[src/sv/brst_pkg.sv]
// Shared constants and types of the bucketed range-sum table.
package brst_pkg;

   localparam int DEF_CAPACITY    = 1024;
   localparam int DEF_BUCKET_SIZE = 32;
   localparam int DEF_VALUE_WIDTH = 32;

   localparam int MODE_W  = 2;
   localparam int POS_W   = 10;
   localparam int INDEX_W = 11;
   localparam int DATA_W  = 32;
   localparam int COUNT_W = 11;

   localparam logic STATUS_OK  = 1'b0;
   localparam logic STATUS_ERR = 1'b1;

   typedef enum logic [MODE_W-1:0] {
      MODE_SET   = 2'd0,
      MODE_GET   = 2'd1,
      MODE_RANGE = 2'd2,
      MODE_TOTAL = 2'd3
   } mode_type;

endpackage

[src/sv/brst_if.sv]
// Channel interfaces of the bucketed range-sum table: request, response and register write.
interface brst_req_if;
   import brst_pkg::*;
   logic                  valid;
   logic                  ready;
   logic [MODE_W-1:0]     mode;
   logic [POS_W-1:0]      position;
   logic [INDEX_W-1:0]    range_start;
   logic [INDEX_W-1:0]    range_end;
   logic [DATA_W-1:0]     new_value;

   modport source (output valid, mode, position, range_start, range_end, new_value,
                   input ready);
   modport sink   (input valid, mode, position, range_start, range_end, new_value,
                   output ready);
endinterface

interface brst_rsp_if;
   import brst_pkg::*;
   logic                  valid;
   logic                  ready;
   logic [DATA_W-1:0]     result_value;
   logic                  status;

   modport source (output valid, result_value, status, input ready);
   modport sink   (input valid, result_value, status, output ready);
endinterface


[src/sv/brst_ctrl.sv]
// Sequencer and shared adder of the bucketed range-sum table.
module brst_ctrl #(
   parameter int  CAPACITY    = brst_pkg::DEF_CAPACITY,
   parameter int  BUCKET_SIZE = brst_pkg::DEF_BUCKET_SIZE,
   parameter int  VALUE_WIDTH = brst_pkg::DEF_VALUE_WIDTH,
   localparam int NUM_BUCKETS = (CAPACITY + BUCKET_SIZE - 1) / BUCKET_SIZE,
   localparam int AW = $clog2(CAPACITY),
   localparam int BW = (NUM_BUCKETS > 1) ? $clog2(NUM_BUCKETS) : 1
) (
   input  logic                             clock,
   input  logic                             reset,
   brst_req_if.sink                         req,
   brst_rsp_if.source                       rsp,
   input  logic [brst_pkg::COUNT_W-1:0]     count,
   output logic                             elem_we,
   output logic [AW-1:0]                    elem_waddr,
   output logic [VALUE_WIDTH-1:0]           elem_wdata,
   output logic                             elem_re,
   output logic [AW-1:0]                    elem_raddr,
   input  logic [VALUE_WIDTH-1:0]           elem_rdata,
   output logic                             bkt_we,
   output logic [BW-1:0]                    bkt_waddr,
   output logic [VALUE_WIDTH-1:0]           bkt_wdata,
   output logic                             bkt_re,
   output logic [BW-1:0]                    bkt_raddr,
   input  logic [VALUE_WIDTH-1:0]           bkt_rdata
);
   import brst_pkg::*;

   localparam int VW = VALUE_WIDTH;
   localparam int XW = COUNT_W;
   localparam int OW = $clog2(BUCKET_SIZE);
   // Index / BUCKET_SIZE as a reciprocal multiply, exact for every XW-bit index.
   localparam int     SH     = XW + OW;
   localparam int     MW     = XW + 2;
   localparam int     PW     = XW + MW;
   localparam longint MULT_L = ((longint'(1) << SH) + BUCKET_SIZE - 1) / BUCKET_SIZE;
   localparam logic [MW-1:0] MULT   = MW'(MULT_L);
   localparam logic [XW-1:0] BS_X   = XW'(BUCKET_SIZE);
   localparam logic [OW-1:0] OFF_LAST = OW'(BUCKET_SIZE - 1);
   localparam logic [AW-1:0] CLR_LAST = AW'(CAPACITY - 1);

   typedef enum logic [3:0] {
      ST_CLEAR, ST_IDLE, ST_GET_RD, ST_GET_DATA, ST_DIV_MUL, ST_DIV_QUO, ST_DIV_REM,
      ST_SET_RD, ST_SET_DIFF, ST_SET_BKT, ST_SET_TOT, ST_WALK, ST_FINISH
   } state_type;

   state_type        state_ff, state_in;
   mode_type         mode_ff, mode_in;
   logic [POS_W-1:0] pos_ff, pos_in;
   logic [XW-1:0]    hi_ff, hi_in;
   logic [VW-1:0]    nv_ff, nv_in;
   logic [XW-1:0]    x_ff, x_in;
   logic [PW-1:0]    prod_ff, prod_in;
   logic [XW-1:0]    bkt_ff, bkt_in;
   logic [OW-1:0]    off_ff, off_in;
   logic [XW-1:0]    cur_ff, cur_in;
   logic [VW-1:0]    acc_ff, acc_in;
   logic [VW-1:0]    total_ff, total_in;
   logic             pend_ff, pend_in;
   logic             pend_bkt_ff, pend_bkt_in;
   logic [VW-1:0]    res_ff, res_in;
   logic             stat_ff, stat_in;
   logic [VW-1:0]    out_res_ff, out_res_in;
   logic             out_stat_ff, out_stat_in;
   logic             rvalid_ff, rvalid_in;
   logic [AW-1:0]    clr_ff, clr_in;

   logic [VW-1:0]    add_a, add_b, add_y;
   logic             add_sub;

   // The one adder that the set and range-sum operations share.
   assign add_y = add_a + (add_sub ? ~add_b : add_b) + VW'(add_sub);

   assign req.ready        = (state_ff == ST_IDLE);
   assign rsp.valid        = rvalid_ff;
   assign rsp.result_value = DATA_W'(out_res_ff);
   assign rsp.status       = out_stat_ff;

   always_comb begin
      logic           acc_err;
      logic           whole;
      mode_type       req_mode;
      state_in    = state_ff;
      mode_in     = mode_ff;
      pos_in      = pos_ff;
      hi_in       = hi_ff;
      nv_in       = nv_ff;
      x_in        = x_ff;
      prod_in     = prod_ff;
      bkt_in      = bkt_ff;
      off_in      = off_ff;
      cur_in      = cur_ff;
      acc_in      = acc_ff;
      total_in    = total_ff;
      pend_in     = pend_ff;
      pend_bkt_in = pend_bkt_ff;
      res_in      = res_ff;
      stat_in     = stat_ff;
      out_res_in  = out_res_ff;
      out_stat_in = out_stat_ff;
      rvalid_in   = rvalid_ff;
      clr_in      = clr_ff;
      elem_we     = 1'b0;
      elem_waddr  = AW'(pos_ff);
      elem_wdata  = nv_ff;
      elem_re     = 1'b0;
      elem_raddr  = AW'(pos_ff);
      bkt_we      = 1'b0;
      bkt_waddr   = BW'(bkt_ff);
      bkt_wdata   = add_y;
      bkt_re      = 1'b0;
      bkt_raddr   = BW'(bkt_ff);
      add_a       = acc_ff;
      add_b       = pend_bkt_ff ? bkt_rdata : elem_rdata;
      add_sub     = 1'b0;
      acc_err     = 1'b0;
      whole       = 1'b0;
      req_mode    = mode_type'(req.mode);

      if (rsp.valid && rsp.ready) begin
         rvalid_in = 1'b0;
      end

      case (state_ff)
         ST_CLEAR: begin
            elem_we    = 1'b1;
            elem_waddr = clr_ff;
            elem_wdata = '0;
            bkt_we     = (32'(clr_ff) < NUM_BUCKETS);
            bkt_waddr  = BW'(clr_ff);
            bkt_wdata  = '0;
            if (clr_ff == CLR_LAST) begin
               state_in = ST_IDLE;
            end else begin
               clr_in = clr_ff + AW'(1);
            end
         end
         ST_IDLE: begin
            if (req.valid) begin
               mode_in = req_mode;
               pos_in  = req.position;
               nv_in   = VW'(req.new_value);
               hi_in   = req.range_end;
               acc_in  = '0;
               stat_in = STATUS_OK;
               res_in  = '0;
               case (req_mode)
                  MODE_SET, MODE_GET: begin
                     acc_err = (XW'(req.position) >= count) ||
                               (32'(req.position) >= CAPACITY);
                     x_in    = XW'(req.position);
                     if (acc_err) begin
                        stat_in  = STATUS_ERR;
                        state_in = ST_FINISH;
                     end else if (req_mode == MODE_GET) begin
                        state_in = ST_GET_RD;
                     end else begin
                        state_in = ST_DIV_MUL;
                     end
                  end
                  MODE_RANGE: begin
                     acc_err = (req.range_start > req.range_end) ||
                               (req.range_end > count);
                     x_in    = req.range_start;
                     if (acc_err) begin
                        stat_in  = STATUS_ERR;
                        state_in = ST_FINISH;
                     end else begin
                        state_in = ST_DIV_MUL;
                     end
                  end
                  default: begin
                     res_in   = total_ff;
                     state_in = ST_FINISH;
                  end
               endcase
            end
         end
         ST_GET_RD: begin
            elem_re  = 1'b1;
            state_in = ST_GET_DATA;
         end
         ST_GET_DATA: begin
            res_in   = elem_rdata;
            state_in = ST_FINISH;
         end
         ST_DIV_MUL: begin
            prod_in  = PW'(x_ff) * PW'(MULT);
            state_in = ST_DIV_QUO;
         end
         ST_DIV_QUO: begin
            bkt_in   = XW'(prod_ff >> SH);
            state_in = ST_DIV_REM;
         end
         ST_DIV_REM: begin
            off_in   = OW'(x_ff - XW'(bkt_ff * BS_X));
            cur_in   = x_ff;
            pend_in  = 1'b0;
            state_in = (mode_ff == MODE_SET) ? ST_SET_RD : ST_WALK;
         end
         ST_SET_RD: begin
            elem_re  = 1'b1;
            bkt_re   = 1'b1;
            state_in = ST_SET_DIFF;
         end
         ST_SET_DIFF: begin
            add_a    = nv_ff;
            add_b    = elem_rdata;
            add_sub  = 1'b1;
            acc_in   = add_y;
            state_in = ST_SET_BKT;
         end
         ST_SET_BKT: begin
            add_a    = bkt_rdata;
            add_b    = acc_ff;
            bkt_we   = 1'b1;
            elem_we  = 1'b1;
            state_in = ST_SET_TOT;
         end
         ST_SET_TOT: begin
            add_a    = total_ff;
            add_b    = acc_ff;
            total_in = add_y;
            state_in = ST_FINISH;
         end
         ST_WALK: begin
            // Data read in the previous cycle is folded in while the next read goes out.
            if (pend_ff) begin
               acc_in = add_y;
            end
            pend_in = 1'b0;
            if (cur_ff < hi_ff) begin
               pend_in = 1'b1;
               whole   = (off_ff == '0) &&
                         (({1'b0, cur_ff} + {1'b0, BS_X}) <= {1'b0, hi_ff});
               if (whole) begin
                  bkt_re      = 1'b1;
                  pend_bkt_in = 1'b1;
                  cur_in      = cur_ff + BS_X;
                  bkt_in      = bkt_ff + XW'(1);
               end else begin
                  elem_re     = 1'b1;
                  elem_raddr  = AW'(cur_ff);
                  pend_bkt_in = 1'b0;
                  cur_in      = cur_ff + XW'(1);
                  if (off_ff == OFF_LAST) begin
                     off_in = '0;
                     bkt_in = bkt_ff + XW'(1);
                  end else begin
                     off_in = off_ff + OW'(1);
                  end
               end
            end else if (!pend_ff) begin
               res_in   = acc_ff;
               state_in = ST_FINISH;
            end
         end
         ST_FINISH: begin
            if (!rvalid_ff || rsp.ready) begin
               out_res_in  = res_ff;
               out_stat_in = stat_ff;
               rvalid_in   = 1'b1;
               state_in    = ST_IDLE;
            end
         end
         default: begin
            state_in = ST_IDLE;
         end
      endcase
   end

   always_ff @(posedge clock) begin
      if (reset) begin
         state_ff  <= ST_CLEAR;
         clr_ff    <= '0;
         total_ff  <= '0;
         pend_ff   <= 1'b0;
         rvalid_ff <= 1'b0;
      end else begin
         state_ff  <= state_in;
         clr_ff    <= clr_in;
         total_ff  <= total_in;
         pend_ff   <= pend_in;
         rvalid_ff <= rvalid_in;
      end
      mode_ff     <= mode_in;
      pos_ff      <= pos_in;
      hi_ff       <= hi_in;
      nv_ff       <= nv_in;
      x_ff        <= x_in;
      prod_ff     <= prod_in;
      bkt_ff      <= bkt_in;
      off_ff      <= off_in;
      cur_ff      <= cur_in;
      acc_ff      <= acc_in;
      pend_bkt_ff <= pend_bkt_in;
      res_ff      <= res_in;
      stat_ff     <= stat_in;
      out_res_ff  <= out_res_in;
      out_stat_ff <= out_stat_in;
   end

endmodule

[src/flat_wrapper.sv]
// flat-port wrapper written by rule: the top's interface ports become plain ports
module brst_ctrl_flat import brst_pkg::*;
#(
   parameter int  CAPACITY    = brst_pkg::DEF_CAPACITY,
   parameter int  BUCKET_SIZE = brst_pkg::DEF_BUCKET_SIZE,
   parameter int  VALUE_WIDTH = brst_pkg::DEF_VALUE_WIDTH,
   localparam int NUM_BUCKETS = (CAPACITY + BUCKET_SIZE - 1) / BUCKET_SIZE,
   localparam int AW = $clog2(CAPACITY),
   localparam int BW = (NUM_BUCKETS > 1) ? $clog2(NUM_BUCKETS) : 1
)
  (clock, reset, count, elem_we, elem_waddr, elem_wdata, elem_re, elem_raddr, elem_rdata, bkt_we, bkt_waddr, bkt_wdata, bkt_re, bkt_raddr, bkt_rdata, req_valid, req_mode, req_position, req_range_start, req_range_end, req_new_value, req_ready, rsp_valid, rsp_result_value, rsp_status, rsp_ready);
  brst_req_if req_i ();
  brst_rsp_if rsp_i ();
  input  logic clock;
  input  logic reset;
  input  logic [brst_pkg::COUNT_W-1:0] count;
  output logic elem_we;
  output logic [AW-1:0] elem_waddr;
  output logic [VALUE_WIDTH-1:0] elem_wdata;
  output logic elem_re;
  output logic [AW-1:0] elem_raddr;
  input  logic [VALUE_WIDTH-1:0] elem_rdata;
  output logic bkt_we;
  output logic [BW-1:0] bkt_waddr;
  output logic [VALUE_WIDTH-1:0] bkt_wdata;
  output logic bkt_re;
  output logic [BW-1:0] bkt_raddr;
  input  logic [VALUE_WIDTH-1:0] bkt_rdata;
  input wire logic [$bits(req_i.valid)-1:0] req_valid;
  input wire logic [$bits(req_i.mode)-1:0] req_mode;
  input wire logic [$bits(req_i.position)-1:0] req_position;
  input wire logic [$bits(req_i.range_start)-1:0] req_range_start;
  input wire logic [$bits(req_i.range_end)-1:0] req_range_end;
  input wire logic [$bits(req_i.new_value)-1:0] req_new_value;
  output wire logic [$bits(req_i.ready)-1:0] req_ready;
  output wire logic [$bits(rsp_i.valid)-1:0] rsp_valid;
  output wire logic [$bits(rsp_i.result_value)-1:0] rsp_result_value;
  output wire logic [$bits(rsp_i.status)-1:0] rsp_status;
  input wire logic [$bits(rsp_i.ready)-1:0] rsp_ready;
  assign req_i.valid = req_valid;
  assign req_i.mode = req_mode;
  assign req_i.position = req_position;
  assign req_i.range_start = req_range_start;
  assign req_i.range_end = req_range_end;
  assign req_i.new_value = req_new_value;
  assign req_ready = req_i.ready;
  assign rsp_valid = rsp_i.valid;
  assign rsp_result_value = rsp_i.result_value;
  assign rsp_status = rsp_i.status;
  assign rsp_i.ready = rsp_ready;
  brst_ctrl #(.CAPACITY(CAPACITY), .BUCKET_SIZE(BUCKET_SIZE), .VALUE_WIDTH(VALUE_WIDTH)) u_core (.clock(clock), .reset(reset), .req(req_i), .rsp(rsp_i), .count(count), .elem_we(elem_we), .elem_waddr(elem_waddr), .elem_wdata(elem_wdata), .elem_re(elem_re), .elem_raddr(elem_raddr), .elem_rdata(elem_rdata), .bkt_we(bkt_we), .bkt_waddr(bkt_waddr), .bkt_wdata(bkt_wdata), .bkt_re(bkt_re), .bkt_raddr(bkt_raddr), .bkt_rdata(bkt_rdata));
endmodule
[config.mk]
export PLATFORM = sky130hd
export DESIGN_NAME = brst_ctrl_flat
export DESIGN_NICKNAME = d
export VERILOG_FILES = /design/src/sv/brst_pkg.sv /design/src/sv/brst_if.sv /design/src/sv/brst_ctrl.sv /design/src/flat_wrapper.sv
export SDC_FILE = /design/constraint.sdc
export NUM_CORES = 1
export LEC_CHECK = 0
export BUFFER_PORTS_ARGS = -buffer_cell sky130_fd_sc_hd__buf_2
export CAP_MARGIN = 40
export CELL_PAD_IN_SITES_DETAIL_PLACEMENT = 1
export CELL_PAD_IN_SITES_GLOBAL_PLACEMENT = 1
export CORE_MARGIN = 5
export CORE_UTILIZATION = 32
export DETAILED_ROUTE_END_ITERATION = 10
export GPL_TIMING_DRIVEN = 0
export PLACE_DENSITY_LB_ADDON = 0.1
export SYNTH_ARGS = -nofsm -noshare
export SYNTH_HDL_FRONTEND = slang
export SYNTH_SLANG_ARGS = --single-unit
[constraint.sdc]
create_clock -name clock -period 10 [get_ports clock]
set_input_delay 2 -clock clock [delete_from_list [all_inputs] [get_ports clock]]
set_output_delay 2 -clock clock [all_outputs]
set_load 0.1 [all_outputs]
# After elaboration in Yosys (flattened, before gate mapping)
# Index checks and enable logic that the tools add are counted.
op_classes:
  n_addsub: 9
  mul: 0
  div: 0
  order_cmp: 6
  n_eq_ne: 25
  shifts: 0
  n_mux: 59
  n_bitwise: 2
  n_reduce_logical: 31
op_table:
  columns: ["cell", "n"]
  rows:
  - ["$mux W32", 10]
  - ["$pmux W32 S3", 3]
  - ["$pmux W11 S2", 3]
  - ["$pmux W32 S2", 1]
  - ["$mux W11", 5]
  - ["$pmux W4 S12", 1]
  - ["$mux W10", 4]
  - ["$add A32 B1 Y32", 1]
  - ["$add A32 B32 Y32", 1]
  - ["$mux W4", 8]
  - ["$not A32 Y32", 1]
  - ["$add A11 B1 Y11 const B", 2]
  - ["$gt A11 B11 Y1", 2]
  - ["$eq A4 B4 Y1 const B", 5]
  - ["$mux W5", 4]
  - ["$eq A4 B3 Y1 const B", 4]
  - ["$add A11 B6 Y12 const B", 1]
  - ["$le A12 B11 Y1", 1]
  - ["$mux W1", 12]
  - ["$reduce_and A3 Y1", 4]
  - ["$add A11 B6 Y11 const B", 1]
  - ["$ge A10 B11 Y1", 1]
  - ["$lt A11 B11 Y1", 1]
  - ["$add A10 B1 Y10 const B", 1]
  - ["30 further kinds", 55]
word_totals:
  ff_bits: 251
  latchBits: 0
  ram_bits: 0
  mem_bits_ro: 0
  in_bits: 145
  out_inout_bits: 133
  elab_cells: 152
  memories: 0

# Longest topological paths before layout
# Gate-level depths: netlist of run 1.
logic_depth:
  ltp_word: 9
  mapped_depth: 18
  ltp_nobuf: 14

# Worst setup path after synthesis of run 1
# No wires, ideal clock.
synth_path:
  kind: "input-to-output"
  startpoint: "in bkt_rdata[1]"
  endpoint: "out bkt_wdata[29]"
  t_arrival_ps: 6104
  t_required_ps: 8000
  setup_slack_ps: 1896
  path_stages: 9
  path_buffers: 0
  cell_sequence: "mux2_2 > a221o_1 > ha_1 > a31o_2 > a41o_4 > o311ai_4 > a21oi_1 > o21a_1 > nor3_1"
synth_via:
  elab_chain_cells: 7
  word_cells_on_any_way: 8
  cone_classes: "2 x add/sub; 5 x mux; 1 x bitwise"
synth_lines:
  columns: ["element", "line_no", "source"]
  rows:
  - ["start: declaration", "flat_wrapper.sv:28", "input logic [VALUE_WIDTH-1:0] bkt_rdata;"]
  - ["$mux W32", "brst_ctrl.sv:115", "add_b = pend_bkt_ff ? bkt_rdata : elem_rdata;"]
  - ["$pmux W32 S2", "brst_ctrl.sv:125", "case (state_ff)"]
  - ["$not A32 Y32", "brst_ctrl.sv:73", "assign add_y = add_a + (add_sub ? ~add_b : add_b) + VW'(add_sub);"]
  - ["$mux W32", "brst_ctrl.sv:73", null]
  - ["$add A32 B32 Y32 *", "brst_ctrl.sv:73", null]
  - ["$add A32 B1 Y32 *", "brst_ctrl.sv:73", null]
  - ["$mux W32 *", "brst_ctrl.sv:125", null]
  - ["end: declaration", "flat_wrapper.sv:25", "output logic [VALUE_WIDTH-1:0] bkt_wdata;"]
# Mark *: on every way between the ends. The rest lies on a longest branch, timed or not.

# Worst setup path after layout of run 1
layout_path:
  startpoint: "reg u_core.state_ff[1]"
  endpoint: "out bkt_wdata[27]"
layout_via:
  elab_chain_cells: 8
  word_cells_on_any_way: 13
  cone_classes: "2 x add/sub; 3 x eq/ne; 5 x mux; 1 x bitwise; 2 x reduce/logical"
layout_lines:
  columns: ["element", "line_no", "source"]
  rows:
  - ["start: declaration", "brst_ctrl.sv:48", "state_type state_ff, state_in;"]
  - ["start signal: assignment", "brst_ctrl.sv:281", "state_ff <= state_in;"]
  - ["$eq A4 B4 Y1", "brst_ctrl.sv:125", null]
  - ["$reduce_or A2 Y1 (no line)", null, null]
  - ["$pmux W32 S2", "brst_ctrl.sv:125", null]
  - ["$not A32 Y32", "brst_ctrl.sv:73", null]
  - ["$mux W32", "brst_ctrl.sv:73", null]
  - ["$add A32 B32 Y32", "brst_ctrl.sv:73", null]
  - ["$add A32 B1 Y32", "brst_ctrl.sv:73", null]
  - ["$mux W32 *", "brst_ctrl.sv:125", null]
# Marks and branches as above.

==> reports/metrics.cfg, run 1 <==
[outcome]
status=finished, final reports clean

[synthesis]
yosys_warnings=0
synth_area_um2=15010
ys.flop_type=edfxtp_1
syn_nets=1790
ys_ff_latch=239
ys_types=71
synth_edf_count=191
yosysSeqAreaShare=0.4460
syn-instance-count=1558
synth.avg_cell_area_um2=9.637
async_flop_share=0

[timing]
hold_viol_final=0
rsz0062_at_grt=no
tightest_slew_ns=0.9615
min_period_over_period=0.8659
final-setup-viol-count=0
fin_skew_ns=0.03126
tns_ns=0
slew_headroom=0.3590
fmax_mhz=115.5
drv_slew=0
final.min_clock_period_ns=8.659

[clocking]
htree_levels=1
clkSlewWorstSetupHoldPaths_ns=0.06
cts_hold_buf=0
cts_tree=built
cts-resized-gates=0
clockBufferDepth=3
cts_sinks=239
cts-buffers-inserted=31
root_buffer=clkbuf_16
cts_setup_buffers=0
insertion_delay_ns=0.59

[worst_setup_path]
worstPathMaxFanout=10
critPathBufInv=5
cp-end-kind=output port
slowest_delay_ns=0.73
cpLargestDelayFamily=buffers and inverters
crit_arrival_ns=6.66
required_ns=8.00
cp_cell_sequence=buf_2 > buf_1 > buf_1 > mux2_2 > o22ai_1 > a21oi_1 > ha_1 > clkbuf_1 > and4_1 > nand3_1 > or4bb_1 > a21oi_1 > nor3_1 > nor3_1 > and2_1 > buf_2
crit_type=reg -> out
critPathLaunchType=flop
cp_slowest_cell=buf_1

[power_and_ir_drop]
intPower_w=0.001841
power.switching_w=0.0005918
p_leak_nw=7.714
vdd_drop_max_mv=0.09080
pwr-share-seq=0.438
pwr-share-clk=0.475
swShare=0.2433
powerDensity_nw_per_um2=131.9
power_frac_comb=0.087

[global_routing]
grt_antenna_before_repair=4
grt_pass1_vias=14631
gr-usage-all-layers=0.2390
grt_overflow=0
grt_max_degree=38
grt_pass1_wl_um=92710

[floorplanning]
coreArea_um2=46460
die_area_um2=51350
dieHeight_um=226.6
row_count=79
die_w_um=226.6
initial_core_util=0.3232
num_io_pins=278

[min_path]
hold_path_class=reg -> reg

[place]
numPortBuffers=277
dpl.hpwl_um=49080
place.gp.congestion=0.8700
place_inst=2462

[routing]
wl_per_cell_um=25.31
detail-route-antenna-nets=0
vias=14159
routed_wl_um=63800
firstDrtPassIters=9
drc=0
viasPerCell=5.616
first_iter_violations=1173

[cells_and_area]
instances_no_fill=2521
area_growth_pct=22.87
fin_util=0.3971
drive_gt1_frac=0.2184
nets=2122
n_antenna_cell=0

[run]
cap_violations=0

==> stage by stage <==
step | area (um^2) | setup slack (ns) | hold slack (ns) | power (W)
2_1_floorplan | 15010 | 1.896 | 0.4003 | 0.001207
3_3_place_gp | 17160 | -3.759 | 0.4003 | 0.001292
3_5_place_dp | 17390 | 1.982 | 0.4052 | 0.001296
4_1_cts | 18430 | 1.338 | 0.4177 | 0.002455
5_1_grt | 18450 | 1.093 | 0.4217 | 0.002516
6_report | 18450 | 1.341 | 0.4151 | 0.002432
==> logic make-up (layout without fill, tap and decap cells) <==
logic type / count (synthesis) / count (layout) / share of synthesized area
compound gates: 417 / 417 / 0.1882
xor+xnor: 43 / 43 / 0.02508
fa+ha+maj: 87 / 87 / 0.07300
buf+inv: 188 / 544 / 0.04842
flops: 239 / 239 / 0.4460
mux: 89 / 89 / 0.06367
simple gates: 495 / 495 / 0.1557
==> sequential cells by signal, indices dropped and copies added (netlist names), 10 cells and up <==
name	count
u_core.acc_ff	32
u_core.clr_ff	10
u_core.res_ff	32
u_core.cur_ff	11
u_core.hi_ff	11
u_core.nv_ff	32
u_core.total_ff	32
u_core.pos_ff	10
u_core.x_ff	11
u_core.rsp.result_value	32
==> synth_stat cells, types with 22 or more instances <==
master / count / area [um^2]
mux2_2: 52 / 585.6
o221ai_1: 30 / 262.8
nor3_1: 32 / 160.2
dfxtp_1: 48 / 960.9
o21ai_0: 71 / 355.3
ha_1: 86 / 1076
nand2_1: 155 / 581.8
o22ai_1: 62 / 387.9
clkbuf_1: 70 / 262.8
inv_1: 96 / 360.4
nand3_1: 43 / 215.2
a21oi_1: 104 / 520.5
mux2i_1: 37 / 370.4
nor2_1: 129 / 484.2
a222oi_1: 32 / 320.3
xor2_1: 22 / 192.7
nor2b_1: 45 / 281.5
edfxtp_1: 191 / 5736
==> worst register-to-register path, stage by stage (launching register included) <==
cell,delay (ns)
dfxtp_1,0.38
buf_2,0.25
buf_1,0.73
buf_1,0.71
mux2_2,0.43
o22ai_1,0.13
a21oi_1,0.07
ha_1,0.31
clkbuf_1,0.32
nand4_1,0.27
nor3b_1,0.36
o311ai_1,0.21
buf_2,0.21
a21oi_1,0.27
nor3_1,0.10
nor4b_1,0.63
nor2_1,0.10
==> power by group through the flow <==
stage          Clock (W)  Combinational, W  Sequential, W
2_1_floorplan          0          0.000121        0.00109
5_1_grt          0.00122          0.000231        0.00107
3_5_place_dp           0          0.000209        0.00109
4_1_cts          0.00118          0.000210        0.00107
3_3_place_gp           0          0.000205        0.00109
6_report         0.00116          0.000211        0.00107
==> placed cells by master (no fill, tap or decap), types with 37 or more instances in the layout <==
| cell | netlist | routed |
|---|---|---|
| a21oi_1 | 104 | 104 |
| buf_2 | 5 | 291 |
| clkbuf_1 | 70 | 76 |
| dfxtp_1 | 48 | 48 |
| edfxtp_1 | 191 | 191 |
| ha_1 | 86 | 86 |
| inv_1 | 96 | 96 |
| mux2_2 | 52 | 52 |
| mux2i_1 | 37 | 37 |
| nand2_1 | 155 | 155 |
| nand3_1 | 43 | 43 |
| nor2_1 | 129 | 128 |
| nor2b_1 | 45 | 45 |
| o21ai_0 | 71 | 71 |
| o22ai_1 | 62 | 62 |
==> cell type report <==
cell class / count / area, um^2
multi-input combinational: 1131 / 7622
clock buffer: 38 / 812.0
clock inverter: 19 / 219.0
tap: 607 / 759.5
timing repair buffer: 299 / 1612
inverter: 98 / 367.9
sequential: 239 / 6696
fill: 5394 / 28010
buffer: 90 / 359.1
==> routing by layer <==
metal  track usage  share of wire
met5             0        0.00033
met4       0.05395          0.020
met3       0.03793          0.069
met2        0.3886           0.46
met1        0.3376           0.45
==> worst paths after layout <==
kind	start	to	slack (ns)	cells after the start
hold / removal	u_core.res_ff[21]	u_core.rsp.result_value[21]	0.42	0
setup reg to reg	u_core.state_ff[1]	u_core.acc_ff[30]	4.27	16
hold reg to reg	u_core.res_ff[21]	u_core.rsp.result_value[21]	0.42	0
setup / recovery	u_core.state_ff[1]	bkt_wdata[27]	1.34	16
Note: power is estimated with default switching activity, not from simulation.
==> run 2: changes to the inputs <==
--- a/config.mk
+++ b/config.mk
@@ -9,8 +9,9 @@
 export CAP_MARGIN = 40
 export CELL_PAD_IN_SITES_DETAIL_PLACEMENT = 1
 export CELL_PAD_IN_SITES_GLOBAL_PLACEMENT = 1
+export CORE_ASPECT_RATIO = 0.5
 export CORE_MARGIN = 5
-export CORE_UTILIZATION = 32
+export CORE_UTILIZATION = 35
 export DETAILED_ROUTE_END_ITERATION = 10
 export GPL_TIMING_DRIVEN = 0
 export PLACE_DENSITY_LB_ADDON = 0.1
==> reports/metrics.cfg, run 2 (synthesis results as in run 1) <==
[worst_setup_path]
crit_arrival_ns=6.59  ; -0.07 ns
reg2reg_depth=16  ; unchanged
rr_endpoint=u_core.acc_ff[30]
r2r_slack_ns=4.17  ; -0.10 ns
worstPathMaxFanout=10  ; unchanged
critPathBufInv=5  ; unchanged
required_ns=8.00  ; about the same
crit_path_end=bkt_wdata[27]
slowest_delay_ns=0.72  ; about the same
critPathLaunchType=flop
crit_cells=16  ; unchanged
startpoint=u_core.state_ff[1]
cp_cell_sequence=buf_2 > buf_1 > buf_1 > mux2_2 > o22ai_1 > a21oi_1 > ha_1 > clkbuf_1 > and4_1 > nand3_1 > or4bb_1 > a21oi_1 > nor3_1 > nor3_1 > and2_1 > buf_2
r2r-start=u_core.state_ff[1]
cpLargestDelayFamily=buffers and inverters
crit_type=reg -> out
cp-end-kind=output port
cp_slowest_cell=buf_1

[place]
dpl.hpwl_um=45450  ; -7.4%
numPortBuffers=277  ; unchanged
place.gp.congestion=0.9016  ; +3.6%
dpl_cell_area_um2=17360  ; -0.19%
pre_cts_ws_ns=2.023  ; +0.04157 ns

[cells_and_area]
fin_util=0.4324  ; +0.03530
drive_gt1_frac=0.2156  ; -0.002828
layout_commonest_cell=buf_2
nets=2114  ; -0.38%
final_area_um2=18240  ; -1.1%
final_cell_mix=292 x buf_2, 191 x edfxtp_1, 155 x nand2_1
area_growth_pct=21.46

[timing]
tightest_slew_ns=1.025  ; +0.06380 ns
min_period_over_period=0.8591  ; -0.006754
fin_skew_ns=0.01771  ; -0.01354 ns
final.min_clock_period_ns=8.591  ; -0.06754 ns
final-setup-viol-count=0  ; unchanged
hold_viol_final=0  ; unchanged
fmax_mhz=116.4  ; +0.79%
slew_headroom=0.3165  ; -0.04253
drv_slew=0  ; unchanged
setup_ws_ns=1.409  ; +0.06754 ns
rsz0062_at_grt=no
hold_slack_ns=0.4187  ; +0.003543 ns

[routing]
wl_per_cell_um=23.52  ; -7.1%
first_iter_violations=1110  ; -5.4%
firstDrtPassIters=6  ; -3
vias=13865  ; -2.1%
viasPerCell=5.588  ; -0.50%
routed_wl_um=58350  ; -8.5%
drc=0  ; unchanged
detail-route-antenna-nets=0  ; unchanged

[global_routing]
grt.busiest_layer=met2
grt_overflow=0  ; unchanged
use_met2=0.4118  ; +0.02322
grt_pass1_wl_um=86740  ; -6.4%
use_met1=0.3202  ; -0.01733
use_met3=0.03494  ; -0.002997
grt_pass1_vias=14262  ; -2.5%
grt_antenna_before_repair=2  ; -2
gr-usage-all-layers=0.2386  ; -0.0003659
grt_max_degree=45  ; +18%

[floorplanning]
initial_core_util=0.3560  ; +0.03281
coreArea_um2=42180  ; -9.2%
die_area_um2=47390  ; -7.7%
die_w_um=302.9  ; +34%
dieHeight_um=156.5  ; -31%
num_io_pins=278  ; unchanged
row_count=53  ; -33%

[clocking]
cts-resized-gates=0  ; unchanged
cts_hold_buf=0  ; unchanged
clockBufferDepth=3  ; unchanged
cts-buffers-inserted=26  ; -16%
clkSlewWorstSetupHoldPaths_ns=0.07  ; about the same
cts_setup_buffers=0  ; unchanged
root_buffer=clkbuf_16
insertion_delay_ns=0.57  ; -0.02 ns
htree_levels=1  ; unchanged
cts_sinks=239  ; unchanged
cts_tree=built

[outcome]
status=finished, final reports clean

[power_and_ir_drop]
powerDensity_nw_per_um2=125.8  ; -4.6%
vdd_drop_max_mv=0.1119  ; +23%
p_leak_nw=7.618  ; -1.3%
p_total_w=0.002294  ; -5.7%

[run]
cap_violations=0  ; unchanged

[min_path]
hold_path_class=reg -> reg

==> run 2: changes by cell type in the layout (fill, tap and decap cells not counted), sizes merged <==
cell / change
clkbuf: -4
clkinvlp: +2
clkinv: -4
buf: -3
bufinv: -2
inv: -1
diode: +2
==> run 2: per-stage QoR <==
| stage | TNS, ns | cells |
|---|---|---|
| final | 0 | 2481 |
| after global routing | 0 | 2481 |
| after CTS | 0 | 2479 |
| after detailed placement | 0 | 2431 |
| after global placement | -109.36 | 2412 |
| after floorplan | 0 | 1558 |
==> run 2: area by class of cell <==
| class | count | area [um^2] |
|---|---|---|
| clock buffers | 34 | 711.9 |
| multi-input cells | 1131 | 7622 |
| inverters | 98 | 367.9 |
| fillers | 4951 | 23940 |
| diodes | 2 | 5.005 |
| repair buffers | 296 | 1594 |
| clock inverters | 14 | 157.7 |
| flip-flops and latches | 239 | 6696 |
| plain buffers | 90 | 359.1 |
| well taps | 577 | 721.9 |
==> run 2: power breakdown <==
| group | total [W] | internal [W] | switching (W) |
|---|---|---|---|
| combinational | 0.000207 | 0.0000765 | 0.000130 |
| sequential | 0.00107 | 0.00106 | 0.00000133 |
| clock | 0.00102 | 0.000581 | 0.000441 |
| total | 0.00229 | 0.00172 | 0.000573 |
==> run 2: layer usage <==
metal / wire, um / share of wire / vias up
met5: 0 / 0 / -
met4: 1381 / 0.024 / 0
met1: 25880 / 0.44 / 6867
met2: 27790 / 0.48 / 425
li1: - / - / 6496
met3: 3308 / 0.057 / 77
==> run 2: worst min-delay path by stage <==
stage | start | to | cells past startpoint
final | u_core.res_ff[26] | u_core.rsp.result_value[26] | 0
after global routing | u_core.res_ff[22] | u_core.rsp.result_value[22] | 0
after CTS | u_core.res_ff[13] | u_core.rsp.result_value[13] | 0
after detailed placement | u_core.res_ff[13] | u_core.rsp.result_value[13] | 0
after global placement | u_core.res_ff[20] | u_core.rsp.result_value[20] | 0
after floorplan | u_core.res_ff[0] | u_core.rsp.result_value[0] | 0
==> run 2: worst register-to-register path, delay by kind of cell, from the launching register on <==
family	cells	cell delay (ns)
AO/OA/AOI/OAI	4	0.68
adder cells (fa/ha/maj)	1	0.31
buffers and inverters	5	2.21
flip-flops	1	0.38
multiplexers	1	0.42
AND/OR/NAND/NOR	5	1.53
==> run 3: changes to the inputs <==
--- a/config.mk
+++ b/config.mk
@@ -12,9 +12,10 @@
 export CORE_ASPECT_RATIO = 0.5
 export CORE_MARGIN = 5
 export CORE_UTILIZATION = 35
+export CTS_CLUSTER_SIZE = 25
 export DETAILED_ROUTE_END_ITERATION = 10
 export GPL_TIMING_DRIVEN = 0
-export PLACE_DENSITY_LB_ADDON = 0.1
+export PLACE_DENSITY = 0.72
 export SYNTH_ARGS = -nofsm -noshare
 export SYNTH_HDL_FRONTEND = slang
 export SYNTH_SLANG_ARGS = --single-unit
==> reports/metrics.cfg, run 3 (synthesis results as in run 1) <==
[global_routing]
gr-usage-all-layers=0.2362  ; -0.002428
grt_pass1_vias=14604  ; +2.4%
grt_overflow=0  ; unchanged
grt_max_degree=32  ; -29%
grt_antenna_before_repair=4  ; +2
grt_pass1_wl_um=86440  ; -0.34%

[cells_and_area]
drive_gt1_frac=0.2191  ; +0.003565
layout_commonest_cell=buf_2
fin_util=0.4341  ; +0.001661
seq_area_um2=6696  ; unchanged
multi_input_area_um2=7622  ; unchanged
final_cell_mix=290 x buf_2, 191 x edfxtp_1, 155 x nand2_1
num-fill-cells=4996  ; +0.91%
area_growth_pct=21.92
nets=2115  ; +0.047%

[power_and_ir_drop]
vdd_drop_max_mv=0.1065  ; -4.8%
powerDensity_nw_per_um2=128.5  ; +2.1%
p_total_w=0.002352  ; +2.5%
p_leak_nw=7.654  ; +0.48%

[worst_setup_path]
worstPathMaxFanout=10  ; unchanged
critPathLaunchType=flop
cp-end-kind=output port
crit_type=reg -> out
required_ns=8.00  ; about the same
crit_arrival_ns=6.37  ; -0.22 ns

[timing]
fmax_mhz=119.5  ; +2.7%
hold_slack_ns=0.4192  ; +0.0005530 ns
rsz0062_at_grt=no
tns_ns=0  ; unchanged
tightest_slew_ns=0.9600  ; -0.06530 ns
hold_viol_final=0  ; unchanged
min_period_over_period=0.8367  ; -0.02245
final.min_clock_period_ns=8.367  ; -0.2245 ns
slew_headroom=0.3600  ; +0.04353
drv_slew=0  ; unchanged
setup_ws_ns=1.633  ; +0.2245 ns
final-setup-viol-count=0  ; unchanged
fin_skew_ns=0.01590  ; -0.001811 ns

[min_path]
hold_path_class=reg -> reg

[run]
cap_violations=0  ; unchanged

[clocking]
cts-buffers-inserted=26  ; unchanged
htree_levels=1  ; unchanged
root_buffer=clkbuf_16
cts-resized-gates=0  ; unchanged
cts_sinks=239  ; unchanged
cts_hold_buf=0  ; unchanged
insertion_delay_ns=0.56  ; about the same
cts_setup_buffers=0  ; unchanged
clockBufferDepth=3  ; unchanged
cts_tree=built
clkSlewWorstSetupHoldPaths_ns=0.06  ; about the same

[floorplanning]
initial_core_util=0.3560  ; unchanged
row_count=53  ; unchanged
num_io_pins=278  ; unchanged
die_area_um2=47390  ; unchanged
dieHeight_um=156.5  ; unchanged
coreArea_um2=42180  ; unchanged
die_w_um=302.9  ; unchanged

[routing]
drc=0  ; unchanged
detail-route-antenna-nets=0  ; unchanged
first_iter_violations=1267  ; +14%
wl_per_cell_um=23.44  ; -0.32%
routed_wl_um=58240  ; -0.20%
firstDrtPassIters=6  ; unchanged
vias=14165  ; +2.2%
viasPerCell=5.702  ; +2.0%

[outcome]
status=finished, final reports clean

[place]
dpl.hpwl_um=44690  ; -1.7%
pre_cts_ws_ns=2.284  ; +0.2606 ns
numPortBuffers=277  ; unchanged
place.gp.congestion=0.9323  ; +3.4%

run 3: cell types whose count changed in the layout (fill, tap and decap cells not counted), moves of 2 or more:
| cell | previous run | this run |
|---|---|---|
| clkinv_4 | 2 | 0 |
| buf_2 | 292 | 290 |
| bufinv_16 | 3 | 5 |
| buf_8 | 3 | 0 |
| clkbuf_1 | 76 | 70 |
| clkbuf_8 | 1 | 3 |
| clkinv_2 | 4 | 8 |
| buf_6 | 4 | 8 |
| diode_2 | 2 | 4 |
run 3: cell type report:
cell class	count	area share
Multi-Input combinational cell	1131	0.4164
Sequential cell	239	0.3658
Timing Repair Buffer	297	0.08673
Tap cell	577	0.03944
Clock buffer	30	0.03916
Inverter	98	0.02009
Buffer	90	0.01962
Clock inverter	18	0.01223
Antenna cell	4	0.0005468
run 3: worst paths after layout:
path	slack, ns	depth (start not counted)	from	endpoint
setup / recovery	1.63	17	u_core.state_ff[1]	bkt_wdata[30]
setup reg to reg	4.19	16	u_core.state_ff[1]	u_core.acc_ff[30]
hold reg to reg	0.42	0	u_core.res_ff[28]	u_core.rsp.result_value[28]
hold / removal	0.42	0	u_core.res_ff[28]	u_core.rsp.result_value[28]
run 3: report_power, final:
part           leakage [nW]  total (W)  internal, W  switching (W)
sequential             2.16    0.00107      0.00106     0.00000129
combinational          5.04   0.000208    0.0000760       0.000132
clock                 0.458    0.00108     0.000642       0.000436
run 3: critical path, cell delays in order, from the launching register on:
cell      delay [ns]
dfxtp_1         0.37
buf_2           0.25
buf_1           0.60
buf_1           0.73
mux2_2          0.42
o22ai_1         0.12
a21oi_1         0.07
ha_1            0.32
clkbuf_1        0.34
nand4_1         0.28
nor3b_1         0.34
o311ai_0        0.28
buf_1           0.21
a21oi_1         0.31
nor3_1          0.11
nor4b_1         0.66
nor2_1          0.07
buf_2           0.32
run 3: per-layer routing:
| metal | part of all wire | GRT usage | vias up |
|---|---|---|---|
| li1 | - | - | 6498 |
| met1 | 0.43 | 0.3057 | 7051 |
| met2 | 0.48 | 0.4101 | 515 |
| met3 | 0.063 | 0.03716 | 101 |
| met4 | 0.033 | 0.07334 | 0 |
| met5 | 0 | 0 | - |
run 3: through the flow:
step	instance area (um^2)	std cells
after floorplan	15010	1558
after global placement	17120	2412
after detailed placement	17360	2432
after CTS	18300	2480
after global routing	18310	2484
final	18310	2484
